$ cat config.mk
export PLATFORM = sky130hd
export DESIGN_NAME = fragmented_channel_packet_deframer_core
export DESIGN_NICKNAME = d
export VERILOG_FILES = /design/src/sv/fcpd_pkg.sv /design/src/sv/fragmented_channel_packet_deframer_core.sv /design/src/sv/fcpd_front.sv /design/src/sv/fcpd_queue.sv /design/src/sv/fcpd_back.sv
export SDC_FILE = /design/constraint.sdc
export NUM_CORES = 1
export LEC_CHECK = 0
export BUFFER_PORTS_ARGS = -buffer_cell sky130_fd_sc_hd__buf_2
export CORE_ASPECT_RATIO = 1.75
export CORE_MARGIN = 5
export CORE_UTILIZATION = 55
export DETAILED_ROUTE_END_ITERATION = 8
export GPL_ROUTABILITY_DRIVEN = 0
export GPL_TIMING_DRIVEN = 0
export PLACE_DENSITY = 0.78
export SYNTH_ARGS = -nofsm -noshare
export SYNTH_HDL_FRONTEND = slang
export SYNTH_SLANG_ARGS = --single-unit
$ cat constraint.sdc
create_clock -name clk -period 4.95 [get_ports clk]
set_input_delay 0.99 -clock clk [delete_from_list [all_inputs] [get_ports clk]]
set_output_delay 0.99 -clock clk [all_outputs]
set_load 0.1 [all_outputs]
$ cat src/sv/fcpd_pkg.sv
// Shared types and constants for the fragmented channel packet deframer.
package fcpd_pkg;

  localparam int FLAG_FIRST_BIT = 0;
  localparam int FLAG_LAST_BIT = 1;
  localparam int FLAG_CONTROL_BIT = 2;
  localparam int FLAG_ENCRYPTED_BIT = 3;

  localparam logic [1:0] PH_HEADER = 2'd0;
  localparam logic [1:0] PH_TOTAL = 2'd1;
  localparam logic [1:0] PH_PAYLOAD = 2'd2;

  localparam logic [1:0] ERR_NONE = 2'd0;
  localparam logic [1:0] ERR_FIRST_ACTIVE = 2'd1;
  localparam logic [1:0] ERR_CHANNEL = 2'd2;

  localparam logic [2:0] HIDX_CHANNEL = 3'd0;
  localparam logic [2:0] HIDX_FLAGS = 3'd1;
  localparam logic [2:0] HIDX_LEN_HI = 3'd2;
  localparam logic [2:0] TOTAL_BYTES = 3'd4;

  localparam int QDEPTH = 4;
  localparam int QAW = $clog2(QDEPTH);
  localparam int QCW = $clog2(QDEPTH + 1);

  typedef struct packed {
    logic [7:0]  out_byte;
    logic        byte_valid;
    logic [7:0]  channel;
    logic        encrypted;
    logic        control;
    logic        message_last;
    logic [31:0] total_length;
    logic [1:0]  error_code;
  } result_t;

endpackage

$ cat src/sv/fragmented_channel_packet_deframer_core.sv
// Top level of the fragmented channel packet deframer.
// Each result word is written into the result queue and then loaded into the output register before it appears.
// Throughput: one byte per cycle while the result queue is not full; the header parser updates its state per byte.
// A four-word result queue and an output register let input and output stall independently.
// Reset is synchronous, active low; it returns the parser to the header phase and empties
// the queue and the output register.
module fragmented_channel_packet_deframer_core import fcpd_pkg::*; (
  input  logic        clk,
  input  logic        rst_n,
  input  logic        in_valid,
  output logic        in_ready,
  input  logic [7:0]  in_data_byte,
  output logic        out_valid,
  input  logic        out_ready,
  output logic [7:0]  out_out_byte,
  output logic        out_byte_valid,
  output logic [7:0]  out_channel,
  output logic        out_encrypted,
  output logic        out_control,
  output logic        out_message_last,
  output logic [31:0] out_total_length,
  output logic [1:0]  out_error_code
);

  logic    take;
  logic    push;
  result_t push_data;
  logic    full;
  logic    pop;
  logic    q_valid;
  result_t q_data;
  result_t out_data;

  assign in_ready = !full;
  assign take = in_valid && in_ready;

  fcpd_front u_front (
    .clk       (clk),
    .rst_n     (rst_n),
    .take      (take),
    .data_byte (in_data_byte),
    .push      (push),
    .push_data (push_data)
  );

  fcpd_queue u_queue (
    .clk       (clk),
    .rst_n     (rst_n),
    .push      (push),
    .push_data (push_data),
    .full      (full),
    .pop       (pop),
    .q_valid   (q_valid),
    .q_data    (q_data)
  );

  fcpd_back u_back (
    .clk       (clk),
    .rst_n     (rst_n),
    .q_valid   (q_valid),
    .q_data    (q_data),
    .pop       (pop),
    .out_valid (out_valid),
    .out_ready (out_ready),
    .out_data  (out_data)
  );

  assign out_out_byte = out_data.out_byte;
  assign out_byte_valid = out_data.byte_valid;
  assign out_channel = out_data.channel;
  assign out_encrypted = out_data.encrypted;
  assign out_control = out_data.control;
  assign out_message_last = out_data.message_last;
  assign out_total_length = out_data.total_length;
  assign out_error_code = out_data.error_code;

endmodule

$ cat src/sv/fcpd_front.sv
// Front end: parses the framed byte stream and produces at most one result word per byte.
module fcpd_front import fcpd_pkg::*; (
  input  logic       clk,
  input  logic       rst_n,
  input  logic       take,
  input  logic [7:0] data_byte,
  output logic       push,
  output result_t    push_data
);

  logic [1:0]  phase_r, phase_nxt;
  logic [2:0]  hidx_r, hidx_nxt;
  logic [7:0]  fch_r, fch_nxt;
  logic [3:0]  fflags_r, fflags_nxt;
  logic [15:0] flen_r, flen_nxt;
  logic [15:0] prem_r, prem_nxt;
  logic [31:0] dtotal_r, dtotal_nxt;
  logic        ract_r, ract_nxt;
  logic [7:0]  mch_r, mch_nxt;
  logic        menc_r, menc_nxt;
  logic        mctl_r, mctl_nxt;
  logic        disc_r, disc_nxt;

  always_comb begin
    logic        do_eoh;
    logic [15:0] eh_len;
    logic [15:0] rem_dec;
    logic        first;
    logic        last;
    logic        ends;

    phase_nxt = phase_r;
    hidx_nxt = hidx_r;
    fch_nxt = fch_r;
    fflags_nxt = fflags_r;
    flen_nxt = flen_r;
    prem_nxt = prem_r;
    dtotal_nxt = dtotal_r;
    ract_nxt = ract_r;
    mch_nxt = mch_r;
    menc_nxt = menc_r;
    mctl_nxt = mctl_r;
    disc_nxt = disc_r;
    push = 1'b0;
    push_data = '0;
    do_eoh = 1'b0;
    eh_len = flen_r;
    first = fflags_r[FLAG_FIRST_BIT];
    last = fflags_r[FLAG_LAST_BIT];
    rem_dec = prem_r - 16'd1;
    ends = 1'b0;

    if (phase_r == PH_PAYLOAD) begin
      prem_nxt = rem_dec;
      ends = (rem_dec == 16'd0) && last;
      if (rem_dec == 16'd0) begin
        phase_nxt = PH_HEADER;
        hidx_nxt = '0;
      end
      if (!disc_r) begin
        if (ends) begin
          ract_nxt = 1'b0;
        end
        push = 1'b1;
        push_data.out_byte = data_byte;
        push_data.byte_valid = 1'b1;
        push_data.channel = mch_r;
        push_data.encrypted = menc_r;
        push_data.control = mctl_r;
        push_data.message_last = ends;
        push_data.total_length = dtotal_r;
        push_data.error_code = ERR_NONE;
      end
    end else if (phase_r == PH_TOTAL) begin
      dtotal_nxt = {dtotal_r[23:0], data_byte};
      hidx_nxt = hidx_r + 3'd1;
      if (hidx_nxt >= TOTAL_BYTES) begin
        do_eoh = 1'b1;
        eh_len = flen_r;
      end
    end else begin
      phase_nxt = PH_HEADER;
      unique case (hidx_r)
        HIDX_CHANNEL: begin
          fch_nxt = data_byte;
          hidx_nxt = hidx_r + 3'd1;
        end
        HIDX_FLAGS: begin
          fflags_nxt = data_byte[3:0];
          hidx_nxt = hidx_r + 3'd1;
        end
        HIDX_LEN_HI: begin
          flen_nxt = {data_byte, 8'h00};
          hidx_nxt = hidx_r + 3'd1;
        end
        default: begin
          flen_nxt = flen_r + {8'h00, data_byte};
          if (first && !last) begin
            phase_nxt = PH_TOTAL;
            hidx_nxt = '0;
            dtotal_nxt = '0;
          end else begin
            do_eoh = 1'b1;
            eh_len = flen_nxt;
          end
        end
      endcase
    end

    if (do_eoh) begin
      disc_nxt = 1'b0;
      if (first && !last) begin
        if (ract_r) begin
          ract_nxt = 1'b0;
          disc_nxt = 1'b1;
          push = 1'b1;
          push_data = '0;
          push_data.channel = fch_r;
          push_data.error_code = ERR_FIRST_ACTIVE;
        end else begin
          ract_nxt = 1'b1;
          mch_nxt = fch_r;
          menc_nxt = fflags_r[FLAG_ENCRYPTED_BIT];
          mctl_nxt = fflags_r[FLAG_CONTROL_BIT];
        end
      end else if (ract_r) begin
        if (fch_r != mch_r) begin
          ract_nxt = 1'b0;
          disc_nxt = 1'b1;
          push = 1'b1;
          push_data = '0;
          push_data.channel = fch_r;
          push_data.error_code = ERR_CHANNEL;
        end
      end else if (last) begin
        mch_nxt = fch_r;
        menc_nxt = fflags_r[FLAG_ENCRYPTED_BIT];
        mctl_nxt = fflags_r[FLAG_CONTROL_BIT];
        dtotal_nxt = {16'h0000, eh_len};
      end else begin
        disc_nxt = 1'b1;
      end

      prem_nxt = eh_len;
      hidx_nxt = '0;
      if (eh_len == 16'd0) begin
        phase_nxt = PH_HEADER;
        if (!disc_nxt && last) begin
          ract_nxt = 1'b0;
          push = 1'b1;
          push_data = '0;
          push_data.channel = mch_nxt;
          push_data.encrypted = menc_nxt;
          push_data.control = mctl_nxt;
          push_data.message_last = 1'b1;
          push_data.total_length = dtotal_nxt;
          push_data.error_code = ERR_NONE;
        end
      end else begin
        phase_nxt = PH_PAYLOAD;
      end
    end

    push = push && take;
  end

  always_ff @(posedge clk) begin
    if (!rst_n) begin
      phase_r <= PH_HEADER;
      hidx_r <= '0;
      fch_r <= '0;
      fflags_r <= '0;
      flen_r <= '0;
      prem_r <= '0;
      dtotal_r <= '0;
      ract_r <= 1'b0;
      mch_r <= '0;
      menc_r <= 1'b0;
      mctl_r <= 1'b0;
      disc_r <= 1'b0;
    end else if (take) begin
      phase_r <= phase_nxt;
      hidx_r <= hidx_nxt;
      fch_r <= fch_nxt;
      fflags_r <= fflags_nxt;
      flen_r <= flen_nxt;
      prem_r <= prem_nxt;
      dtotal_r <= dtotal_nxt;
      ract_r <= ract_nxt;
      mch_r <= mch_nxt;
      menc_r <= menc_nxt;
      mctl_r <= mctl_nxt;
      disc_r <= disc_nxt;
    end
  end

  // In the payload phase the header position is always cleared.
  a_payload_hidx: assert property (@(posedge clk) disable iff (!rst_n)
    (phase_r == PH_PAYLOAD) |-> (hidx_r == '0))
    else $error("header index not cleared in payload phase");

  // An error word never carries payload or an end-of-message mark.
  a_err_shape: assert property (@(posedge clk) disable iff (!rst_n)
    (push && push_data.error_code != ERR_NONE) |->
      (!push_data.byte_valid && !push_data.message_last))
    else $error("error word carries payload or last mark");

  // A payload byte is only produced from the payload phase.
  a_byte_phase: assert property (@(posedge clk) disable iff (!rst_n)
    (push && push_data.byte_valid) |-> (phase_r == PH_PAYLOAD))
    else $error("payload byte outside payload phase");

endmodule

$ cat src/sv/fcpd_queue.sv
// Short result queue between the parsing front end and the output stage.
module fcpd_queue import fcpd_pkg::*; (
  input  logic    clk,
  input  logic    rst_n,
  input  logic    push,
  input  result_t push_data,
  output logic    full,
  input  logic    pop,
  output logic    q_valid,
  output result_t q_data
);

  result_t           mem_r [QDEPTH];
  logic [QAW-1:0]    wptr_r, rptr_r;
  logic [QCW-1:0]    cnt_r, cnt_nxt;

  assign full = (cnt_r == QCW'(QDEPTH));
  assign q_valid = (cnt_r != '0);
  assign q_data = mem_r[rptr_r];

  always_comb begin
    cnt_nxt = cnt_r;
    if (push && !pop) begin
      cnt_nxt = cnt_r + QCW'(1);
    end else if (pop && !push) begin
      cnt_nxt = cnt_r - QCW'(1);
    end
  end

  always_ff @(posedge clk) begin
    if (push) begin
      mem_r[wptr_r] <= push_data;
    end
  end

  always_ff @(posedge clk) begin
    if (!rst_n) begin
      wptr_r <= '0;
      rptr_r <= '0;
      cnt_r <= '0;
    end else begin
      if (push) begin
        wptr_r <= wptr_r + QAW'(1);
      end
      if (pop) begin
        rptr_r <= rptr_r + QAW'(1);
      end
      cnt_r <= cnt_nxt;
    end
  end

  a_no_overflow: assert property (@(posedge clk) disable iff (!rst_n)
    !(push && full))
    else $error("push into full queue");

  a_no_underflow: assert property (@(posedge clk) disable iff (!rst_n)
    !(pop && !q_valid))
    else $error("pop from empty queue");

  a_count_up: assert property (@(posedge clk) disable iff (!rst_n)
    (push && !pop) |=> (cnt_r == $past(cnt_r) + QCW'(1)))
    else $error("queue count did not advance on push");

endmodule

$ cat src/sv/fcpd_back.sv
// Back end: output register that hands queued result words to the consumer.
module fcpd_back import fcpd_pkg::*; (
  input  logic    clk,
  input  logic    rst_n,
  input  logic    q_valid,
  input  result_t q_data,
  output logic    pop,
  output logic    out_valid,
  input  logic    out_ready,
  output result_t out_data
);

  logic    ovalid_r;
  result_t odata_r;

  assign pop = q_valid && (!ovalid_r || out_ready);
  assign out_valid = ovalid_r;
  assign out_data = odata_r;

  always_ff @(posedge clk) begin
    if (pop) begin
      odata_r <= q_data;
    end
  end

  always_ff @(posedge clk) begin
    if (!rst_n) begin
      ovalid_r <= 1'b0;
    end else if (pop) begin
      ovalid_r <= 1'b1;
    end else if (out_ready) begin
      ovalid_r <= 1'b0;
    end
  end

  // A word that is not taken is neither replaced nor dropped.
  a_hold: assert property (@(posedge clk) disable iff (!rst_n)
    (ovalid_r && !out_ready) |=> (ovalid_r && odata_r == $past(odata_r)))
    else $error("output word changed while stalled");

  // A waiting queue word reaches the output register when it is free.
  a_refill: assert property (@(posedge clk) disable iff (!rst_n)
    (q_valid && !ovalid_r) |=> ovalid_r)
    else $error("output register not refilled");

  a_empty_pop: assert property (@(posedge clk) disable iff (!rst_n)
    pop |-> q_valid)
    else $error("pop without queued word");

endmodule
# ---- Word level (Yosys, flattened, before mapping)
# Memories as Yosys holds them, arrays and structs flattened. A register that Yosys moved wholly into a read port is not among the register bits.
# Index checks and enable logic that the tools add are counted.
dict set report totals {
  n_memories 1
  romBits 0
  latch_bits 0
  inputBits 12
  output_inout_bits 56
  mem_bits_rw 216
  word_cells 153
  register_bits 101
}
# memory words word_bits read_ports rd_clocked_by_memory_dff wr line
set mem_list {}
lappend mem_list {u_queue.mem_r 4 54 1 1 1 fcpd_queue.sv:13} ;# result_t mem_r [QDEPTH];
dict set report op_classes {
  n_eq_ne 8
  order_cmp 1
  div 0
  reduce_logical 32
  bitwise 3
  n_mux 85
  add_sub_neg 7
  n_shift 0
  multipliers 0
}
# cell n
set op_table {}
lappend op_table {{$mux W54} 9}
lappend op_table {{$mux W32} 8}
lappend op_table {{$mux W16} 6}
lappend op_table {{$mux W1} 43}
lappend op_table {{$logic_not A16 Y1} 2}
lappend op_table {{$mux W8} 4}
lappend op_table {{$pmux W16 S2} 1}
lappend op_table {{$mux W3} 8}
lappend op_table {{$add A16 B8 Y16} 1}
lappend op_table {{$sub A16 B1 Y16 const B} 1}
lappend op_table {{$mux W2} 6}
lappend op_table {{$reduce_and A4 Y1} 3}
lappend op_table {{$logic_and A1 B1 Y1} 8}
lappend op_table {{$ne A8 B8 Y1} 1}
lappend op_table {{$add A3 B1 Y3 const B} 2}
lappend op_table {{$logic_not A1 Y1} 6}
lappend op_table {{$reduce_and A3 Y1} 2}
lappend op_table {{$reduce_bool A2 Y1} 3}
lappend op_table {{$reduce_bool A5 Y1} 1}
lappend op_table {{$add A2 B1 Y2 const B} 2}
lappend op_table {{$reduce_and A2 Y1} 2}
lappend op_table {{$eq A3 B1 Y1 const B} 1}
lappend op_table {{$eq A3 B2 Y1 const B} 1}
lappend op_table {{$eq A3 B3 Y1 const B} 1}
lappend op_table {{12 further kinds} 14}

# ---- Logic depth before layout (Yosys ltp)
# Gate-level depths: netlist of the first run.
dict set report logic_depth {
  ltp_word 17
  mapped_depth 17
  mapped_depth_nobuf 16
}

# ---- By module
# A second synthesis of the first run with hierarchy kept.
dict set report hier_totals {
  hier_cells 1247
  hier_area_um2 16549.6
}
# module cells_per_inst area_each_um2 seq_area_each_um2 instances
set by_module_without_submodules {}
lappend by_module_without_submodules {fcpd_queue 325 8305.5 6666.4 1}
lappend by_module_without_submodules {fcpd_front 862 6565.0 1861.8 1}
lappend by_module_without_submodules {fcpd_back 58 1669.1 1641.6 1}
lappend by_module_without_submodules {fragmented_channel_packet_deframer_core 2 10.0 0.0 1}

# ---- Worst setup path before layout of the first run
# No wires, ideal clock.
dict set report synth_path {
  path_kind {in2reg}
  startpoint {in in_data_byte[0]}
  endpoint {mem u_queue.mem_r[2][0] (netlist bit) (enable)}
  path_buffers 0
  t_required_ns 4.533
  setup_slack_ns -0.369
  t_arrival_ns 4.902
  path_stages 11
  setup_ns 0.417
  path_cell_list {ha_1 inv_1 fa_1 nand2b_1 a211oi_1 nor2_1 xnor2_1 o41a_1 nor4_4 o2bb2ai_1 and2_1}
}
dict set report synth_via {
  elab_chain_len 11
}
# element line
set synth_lines {}
lappend synth_lines {{start, declared} fragmented_channel_packet_deframer_core.sv:12} ;# input logic [7:0] in_data_byte,
lappend synth_lines {{$add A16 B8 Y16} fcpd_front.sv:97} ;# flen_nxt = flen_r + {8'h00, data_byte};
lappend synth_lines {{$mux W16} fcpd_front.sv:98} ;# if (first && !last) begin
lappend synth_lines {{$mux W16} fcpd_front.sv:83} ;# unique case (hidx_r)
lappend synth_lines {{$mux W16} fcpd_front.sv:74} ;# end else if (phase_r == PH_TOTAL) begin
lappend synth_lines {{$mux W16} fcpd_front.sv:53} ;# if (phase_r == PH_PAYLOAD) begin
lappend synth_lines {{$logic_not A16 Y1} fcpd_front.sv:146} ;# if (eh_len == 16'd0) begin
lappend synth_lines {{$mux W1} fcpd_front.sv:146}
lappend synth_lines {{$mux W1} fcpd_front.sv:110} ;# if (do_eoh) begin
lappend synth_lines {{$logic_and A1 B1 Y1} fcpd_front.sv:164} ;# push = push && take;
lappend synth_lines {{net push} fragmented_channel_packet_deframer_core.sv:26} ;# logic push;
lappend synth_lines {{$mux W1} fcpd_queue.sv:31} ;# if (push) begin
lappend synth_lines {{$mux W1 (implied by the code)} fcpd_queue.sv:32} ;# mem_r[wptr_r] <= push_data;
lappend synth_lines {{end, declared} fcpd_queue.sv:13}
# The timed path passes the listed nets, and every way through them passes these cells.

# ---- Final worst setup path of the first run
dict set report layout_path {
  startpoint {in in_data_byte[6]}
  endpoint {reg u_queue.cnt_r[2]}
}
dict set report layout_via {
  elab_chain_len 12
  word_cells_on_any_way 14
  cone_classes {1 x add/sub; 7 x mux; 6 x reduce/logical}
}
# element line
set layout_lines {}
lappend layout_lines {{$add A16 B8 Y16 (*)} fcpd_front.sv:97}
lappend layout_lines {{$mux W16 (*)} fcpd_front.sv:98}
lappend layout_lines {{$mux W16 (*)} fcpd_front.sv:83}
lappend layout_lines {{$mux W16 (*)} fcpd_front.sv:74}
lappend layout_lines {{$mux W16 (*)} fcpd_front.sv:53}
lappend layout_lines {{$logic_not A16 Y1 (*)} fcpd_front.sv:146}
lappend layout_lines {{$mux W1 (*)} fcpd_front.sv:146}
lappend layout_lines {{$mux W1 (*)} fcpd_front.sv:110}
lappend layout_lines {{$logic_and A1 B1 Y1 (*)} fcpd_front.sv:164}
lappend layout_lines {{net push} fragmented_channel_packet_deframer_core.sv:26}
lappend layout_lines {{$logic_not A1 Y1} fcpd_queue.sv:25} ;# end else if (pop && !push) begin
lappend layout_lines {{$logic_and A1 B1 Y1} fcpd_queue.sv:25}
lappend layout_lines {{$reduce_bool A2 Y1 (no line)} --}
lappend layout_lines {{end signal, assigned} fcpd_queue.sv:48} ;# cnt_r <= cnt_nxt;
lappend layout_lines {{end, declared} fcpd_queue.sv:15} ;# logic [QCW-1:0] cnt_r, cnt_nxt;
# The timed path passes the listed nets; every way through them passes the cells marked *.
# A chain may end at the register's enable or synchronous reset.

==> out/metrics.yaml, run 1 <==
status:
  status: "finished clean"
worst_setup_path:
  cp-end-kind: "flip-flop"
  cp_common_cell: "buf_4"
  crit_slowest_cell: "a211oi_4"
  startpoint_type: "primary input"
  path_max_fanout: 7
  cp_top_family: "simple AND/OR/NAND/NOR gates"
  crit_arrival_ns: 5.16
  crit_chain: "buf_2, ha_1, clkbuf_1, nand4_1, a211oi_4, buf_4, o211ai_1, xnor2_1, nand2b_1, nor4_4, buf_4, o2bb2ai_4, ha_2, inv_1, fa_1, xor2_1, or3_1, a21boi_0"
  path_buf_inv: 5
  critical-path-max-stage-delay_ns: 0.41
  critPathKind: "primary input to flip-flop"
  cp_data_required_time_ns: 5.40
sta:
  setup_viol: 0
  min_period_over_period_pct: 95.1
  fin_ws_ns: 0.244
  finClkSkew_ns: 0.0176
  hold_viol: 0
  worst_hold_slack_ns: 0.471
  rsz0062_at_grt: "false"
  fmax_mhz: 212
  slew_violations: 0
  setup-tns-final_ns: 0
  worst_pin_slew_ns: 1.11
  layout_min_cycle_time_ns: 4.71
  relSlewSlack_pct: 25.7
power_and_ir_drop:
  clkPwrFrac_pct: 24.0
  switching_share_pct: 41.9
  leakage_nw: 6.13
  powerDensity_nw_per_um2: 593
  p_switching_w: 0.00459
  irDropWorstVdd_uv: 587
  p_seq_share_pct: 36.0
  combPwrFrac_pct: 40.0
  internal_power_w: 0.00637
synth:
  synth_top_area_share_pct: 49.5
  synth.most_common_cell: "edfxtp_1"
  synth_ff_type: "edfxtp_1"
  synth_edf_count: 270
  synth_nets: 1319
  synth_cell_types: 68
  async_flop_share_pct: 0
  synth_top_area_cell: "edfxtp_1"
  syn_area_per_cell_um2: 12.8
  synth-warning-count: 0
  synthTopCellsByArea: "edfxtp_1, dfxtp_1, mux4_2, nand2_1, o21ai_0"
  syn-cell-area_um2: 16400
  synth_common_cells: "edfxtp_1, nand2_1, dfxtp_1"
  ys_seq_elements: 371
  syn_inst: 1284
  yosysSeqAreaShare_pct: 61.8
drt:
  final_antenna_net_count: 0
  wirelength_mm: 40.0
  vias: 11200
  drc_errors: 0
  wl_per_cell_um: 22.2
  drt_pass1_iterations: 5
  drt-initial-drc-count: 891
  via_per_inst: 6.21
worst_hold_path:
  hp-class: "flip-flop to flip-flop"
cells_and_area:
  layout-drive-gt1-share_pct: 15.1
  area_delta_synth_final_pct: 12.8
  final_util_pct: 62.9
  antenna_cells: 0
  final_nets: 1430
flow_run:
  max_cap_violations: 0
placed_design:
  io_buffers: 67
  pre_cts_ws_ns: -0.831
  dp_hpwl_mm: 27.3
floorplanning:
  die_area_um2: 33500
  initial_core_util_pct: 55.7
  die_w_um: 140
  core_um2: 29400
  rows: 83
  io_pins: 68
  die_y_um: 238
global_route:
  grt_pass1_wl_mm: 62.6
  first_global_vias: 11200
  grtUsageTotal_pct: 23.9
  grt_max_degree: 55
  antenna_found_initial: 0
  gr-total-overflow: 0
clock_tree:
  cts_tree: "yes"
  clock_path_buffers: 3
  path_clk_slew_ns: 0.06
  cts-buffers-inserted: 34
  hold_buffers: 0
  insertion_delay_ns: 0.54
  cts_max_level: 2
  ctsRootBufferMaster: "clkbuf_16"
  clkSinkCount: 371
## metrics by stage
stage	std cells	total power (W)	cell area (µm²)
3_3_place_gp	1733	0.00820	17200
2_1_floorplan	1284	0.00741	16400
5_1_grt	1803	0.0114	18500
3_5_place_dp	1735	0.00831	17300
6_report	1803	0.0110	18500
4_1_cts	1797	0.0109	18400
## path summary, 6_finish.rpt
check,startpoint,endpoint,slack [ns],cells after the start
max,in_data_byte[6],u_queue.cnt_r[2]$_SDFFE_PN0P_,0.24,18
max reg2reg,u_front.phase_r[1]$_SDFFE_PN0P_,u_queue.cnt_r[2]$_SDFFE_PN0P_,0.33,17
min,u_front.mctl_r$_SDFFE_PN0P_,u_front.mctl_r$_SDFFE_PN0P_,0.47,2
min reg2reg,u_front.mctl_r$_SDFFE_PN0P_,u_front.mctl_r$_SDFFE_PN0P_,0.47,2
## cell families (layout without fill, tap and decap cells)
family | count (synthesis) | count (layout) | synth area share (%)
muxes | 62 | 62 | 7.92
xor gates and xnor gates | 33 | 33 | 1.76
DFF | 371 | 371 | 61.8
adders and majority gates | 23 | 23 | 1.85
AOI/OAI and AO/OA | 299 | 299 | 12.6
and+or+nand+nor | 381 | 381 | 11.3
buffers and inverters | 115 | 252 | 2.73
## per-layer routing
metal  GRT usage, %  wire length (µm)  share of wire (%)
met1           27.2             14100                 35
met2           42.3             20700                 52
met3           3.85              2350                5.9
met4           14.0              2820                7.1
met5              0                 0                  0
## flip-flops by register name (all words and copies together) (netlist names), 4 cells and up
| signal | count |
|---|---|
| u_back.out_data | 54 |
| u_front.mch_r | 8 |
| u_front.fflags_r | 4 |
| u_queue.mem_r | 216 |
| u_front.prem_r | 16 |
| u_front.dtotal_r | 32 |
| u_front.flen_r | 16 |
| u_front.fch_r | 8 |
## worst register-to-register path: stages (launching register included)
cell	delay, ns
dfxtp_1	0.37
inv_1	0.06
ha_1	0.27
or4_4	0.60
a211oi_2	0.41
buf_4	0.27
nand4b_1	0.13
o31ai_2	0.32
nand3_1	0.17
nor4_4	0.27
buf_4	0.18
o2bb2ai_4	0.19
ha_2	0.25
inv_1	0.05
fa_1	0.38
xor2_1	0.18
or3_1	0.30
a21boi_0	0.15
## area by class of cell
cell class                      count  area, µm²
Clock inverter                     19        191
Sequential cell                   371      10100
Inverter                           42        158
Fill cell                        2165      10900
Multi-Input combinational cell    798       5890
Tap cell                          382        478
Buffer                             73        290
Clock buffer                       43        926
Timing Repair Buffer               75        420
## layout by cell type (no fill, tap or decap), types with 24 or more instances in the layout
master | synthesis | layout
a21boi_0 | 41 | 41
a21oi_1 | 42 | 41
a22oi_1 | 38 | 38
and2_1 | 28 | 24
buf_2 | 1 | 68
clkbuf_1 | 59 | 65
clkbuf_16 | 0 | 35
dfxtp_1 | 101 | 101
edfxtp_1 | 270 | 270
inv_1 | 41 | 41
mux4_2 | 54 | 54
nand2_1 | 142 | 142
nor2_1 | 69 | 69
nor2b_1 | 40 | 40
o21ai_0 | 80 | 80
## power by group through the flow
stage | logic, W | registers, W | clock network, W
global placement | 0.00417 | 0.00402 | 0
detailed placement | 0.00430 | 0.00401 | 0
global route | 0.00464 | 0.00399 | 0.00279
CTS | 0.00432 | 0.00395 | 0.00265
finish | 0.00439 | 0.00395 | 0.00263
floorplan | 0.00176 | 0.00564 | 0
## what timing repair did
item / CTS / global route
setup buffers: 0 / 6
endpoints found under the setup margin: 217 / 217
resized for setup: 3 / 8
pin swaps: 0 / 3
No activity file was read; power rests on OpenSTA's default activity.
==> run 2: changes to the inputs <==
--- a/config.mk
+++ b/config.mk
@@ -9,10 +9,13 @@
 export CORE_ASPECT_RATIO = 1.75
 export CORE_MARGIN = 5
 export CORE_UTILIZATION = 55
+export CTS_CLUSTER_SIZE = 10
 export DETAILED_ROUTE_END_ITERATION = 8
 export GPL_ROUTABILITY_DRIVEN = 0
 export GPL_TIMING_DRIVEN = 0
 export PLACE_DENSITY = 0.78
+export RECOVER_POWER = 100
+export SLEW_MARGIN = 20
 export SYNTH_ARGS = -nofsm -noshare
 export SYNTH_HDL_FRONTEND = slang
 export SYNTH_SLANG_ARGS = --single-unit
==> out/metrics.yaml, run 2 (synthesized netlist as in run 1, its figures left out) <==
clock_tree:
  cts-buffers-inserted: 43
  path_clk_slew_ns: 0.05
  clock_path_buffers: 3
  cts_tree: "yes"
  ctsRootBufferMaster: "clkbuf_16"
  hold_buffers: 0
  cts_max_level: 2
  insertion_delay_ns: 0.54
  clkSinkCount: 371
global_route:
  first_global_vias: 11400
  grt_pass1_wl_mm: 63.7
  gr-total-overflow: 0
  grtUsageTotal_pct: 24.4
  antenna_found_initial: 0
  grt_max_degree: 47
floorplanning:
  die_area_um2: 33500
  rows: 83
  io_pins: 68
  die_y_um: 238
  initial_core_util_pct: 55.7
  die_w_um: 140
  core_um2: 29400
cells_and_area:
  layout-drive-gt1-share_pct: 9.48
  layout_common_cells: "edfxtp_1, clkbuf_1, nand2_1, dfxtp_1, o21ai_0"
  final_util_pct: 62.8
  mostFrequentLayoutCell: "edfxtp_1"
  n_fill_cell: 2204
  final_nets: 1437
  regMostFlops: "u_queue.mem_r"
  largest_reg_flops: 216
  area_delta_synth_final_pct: 12.6
  antenna_cells: 0
worst_setup_path:
  path_buf_inv: 4
  cp-end-kind: "flip-flop"
  cp_data_required_time_ns: 5.20
  crit_slowest_cell: "o32ai_1"
  crit_chain: "buf_2, ha_1, inv_1, fa_1, nand2b_1, a211oi_4, nor2_1, xnor2_1, o41a_1, nor4_4, clkbuf_1, buf_6, nand2_1, o32ai_1"
  path_max_fanout: 10
  startpoint_type: "primary input"
  critical-path-max-stage-delay_ns: 0.70
  critPathKind: "primary input to flip-flop"
  cp_top_family: "compound AO/OA/AOI/OAI gates"
  crit_arrival_ns: 5.02
sta:
  layout_min_cycle_time_ns: 4.77
  min_period_over_period_pct: 96.4
  fmax_mhz: 210
  worst_pin_slew_ns: 1.35
  rsz0062_at_grt: "false"
  finClkSkew_ns: 0.0136
  relSlewSlack_pct: 9.82
  hold_viol: 0
  slew_violations: 0
  setup-tns-final_ns: 0
  setup_viol: 0
power_and_ir_drop:
  leakage_nw: 5.97
  powerDensity_nw_per_um2: 598
  irDropWorstVdd_uv: 454
placed_design:
  dp_hpwl_mm: 27.7
  io_buffers: 67
drt:
  wl_per_cell_um: 22.5
  wirelength_mm: 40.8
  via_per_inst: 6.19
  vias: 11300
  drc_errors: 0
  final_antenna_net_count: 0
  drt-initial-drc-count: 870
  drt_pass1_iterations: 5
flow_run:
  max_cap_violations: 0
worst_hold_path:
  hp-class: "flip-flop to flip-flop"
status:
  status: "finished clean"
## run 2: worst min-delay path, stage by stage (launching register included)
cell and delay (ns):
dfxtp_1 0.32, nand2_1 0.05, a21boi_0 0.06
## run 2: cell type report
type	count	area, µm²	area share, %
Tap cell	382	478	2.59
Clock inverter	3	33.8	0.183
Sequential cell	371	10100	54.9
Timing Repair Buffer	74	345	1.87
Clock buffer	75	1220	6.60
Inverter	42	158	0.854
Buffer	72	283	1.53
Multi-Input combinational cell	798	5810	31.5
## run 2: per-layer routing
layer	global-route usage, %	share of wire, %	vias up
met5	0	0	-
met4	14.3	6.9	0
met3	3.63	6.3	165
met2	43.1	52	575
met1	28.0	35	5448
li1	-	-	5066
## run 2: metrics by stage
step / setup WS, ns / hold WS [ns] / instance area, µm² / std cells / power, W
after floorplan: 0.0900 / 0.443 / 16400 / 1284 / 0.00741
after global placement: -1.12 / 0.452 / 17200 / 1733 / 0.00820
after detailed placement: -0.922 / 0.461 / 17400 / 1739 / 0.00834
after CTS: 0.0186 / 0.472 / 18600 / 1817 / 0.0112
after global routing: 0.0292 / 0.500 / 18500 / 1817 / 0.0115
final: 0.180 / 0.477 / 18500 / 1817 / 0.0110
## run 2: worst paths after layout
check                                       start  depth (start not counted)  slack, ns                        endpoint
setup / recovery                  in_data_byte[0]                         14       0.18  u_queue.mem_r[2][31]$_DFFE_PP_
hold / removal      u_back.out_valid$_SDFFE_PN0P_                          2       0.48   u_back.out_valid$_SDFFE_PN0P_
setup reg to reg  u_front.phase_r[1]$_SDFFE_PN0P_                         13       0.23  u_queue.mem_r[2][31]$_DFFE_PP_
hold reg to reg     u_back.out_valid$_SDFFE_PN0P_                          2       0.48   u_back.out_valid$_SDFFE_PN0P_
## run 2: power breakdown
| part | switching, W | total (W) | internal [W] | leakage, nW |
|---|---|---|---|---|
| combinational | 0.00328 | 0.00422 | 0.000936 | 2.03 |
| sequential | 0.000173 | 0.00398 | 0.00380 | 3.35 |
| clock | 0.00118 | 0.00284 | 0.00166 | 0.595 |
## run 2: what timing repair did
action / CTS / global route
gates resized for setup: 3 / 6
setup buffers: 0 / 1
pin swaps: 0 / 3
endpoints found under the setup margin: 2 / 1
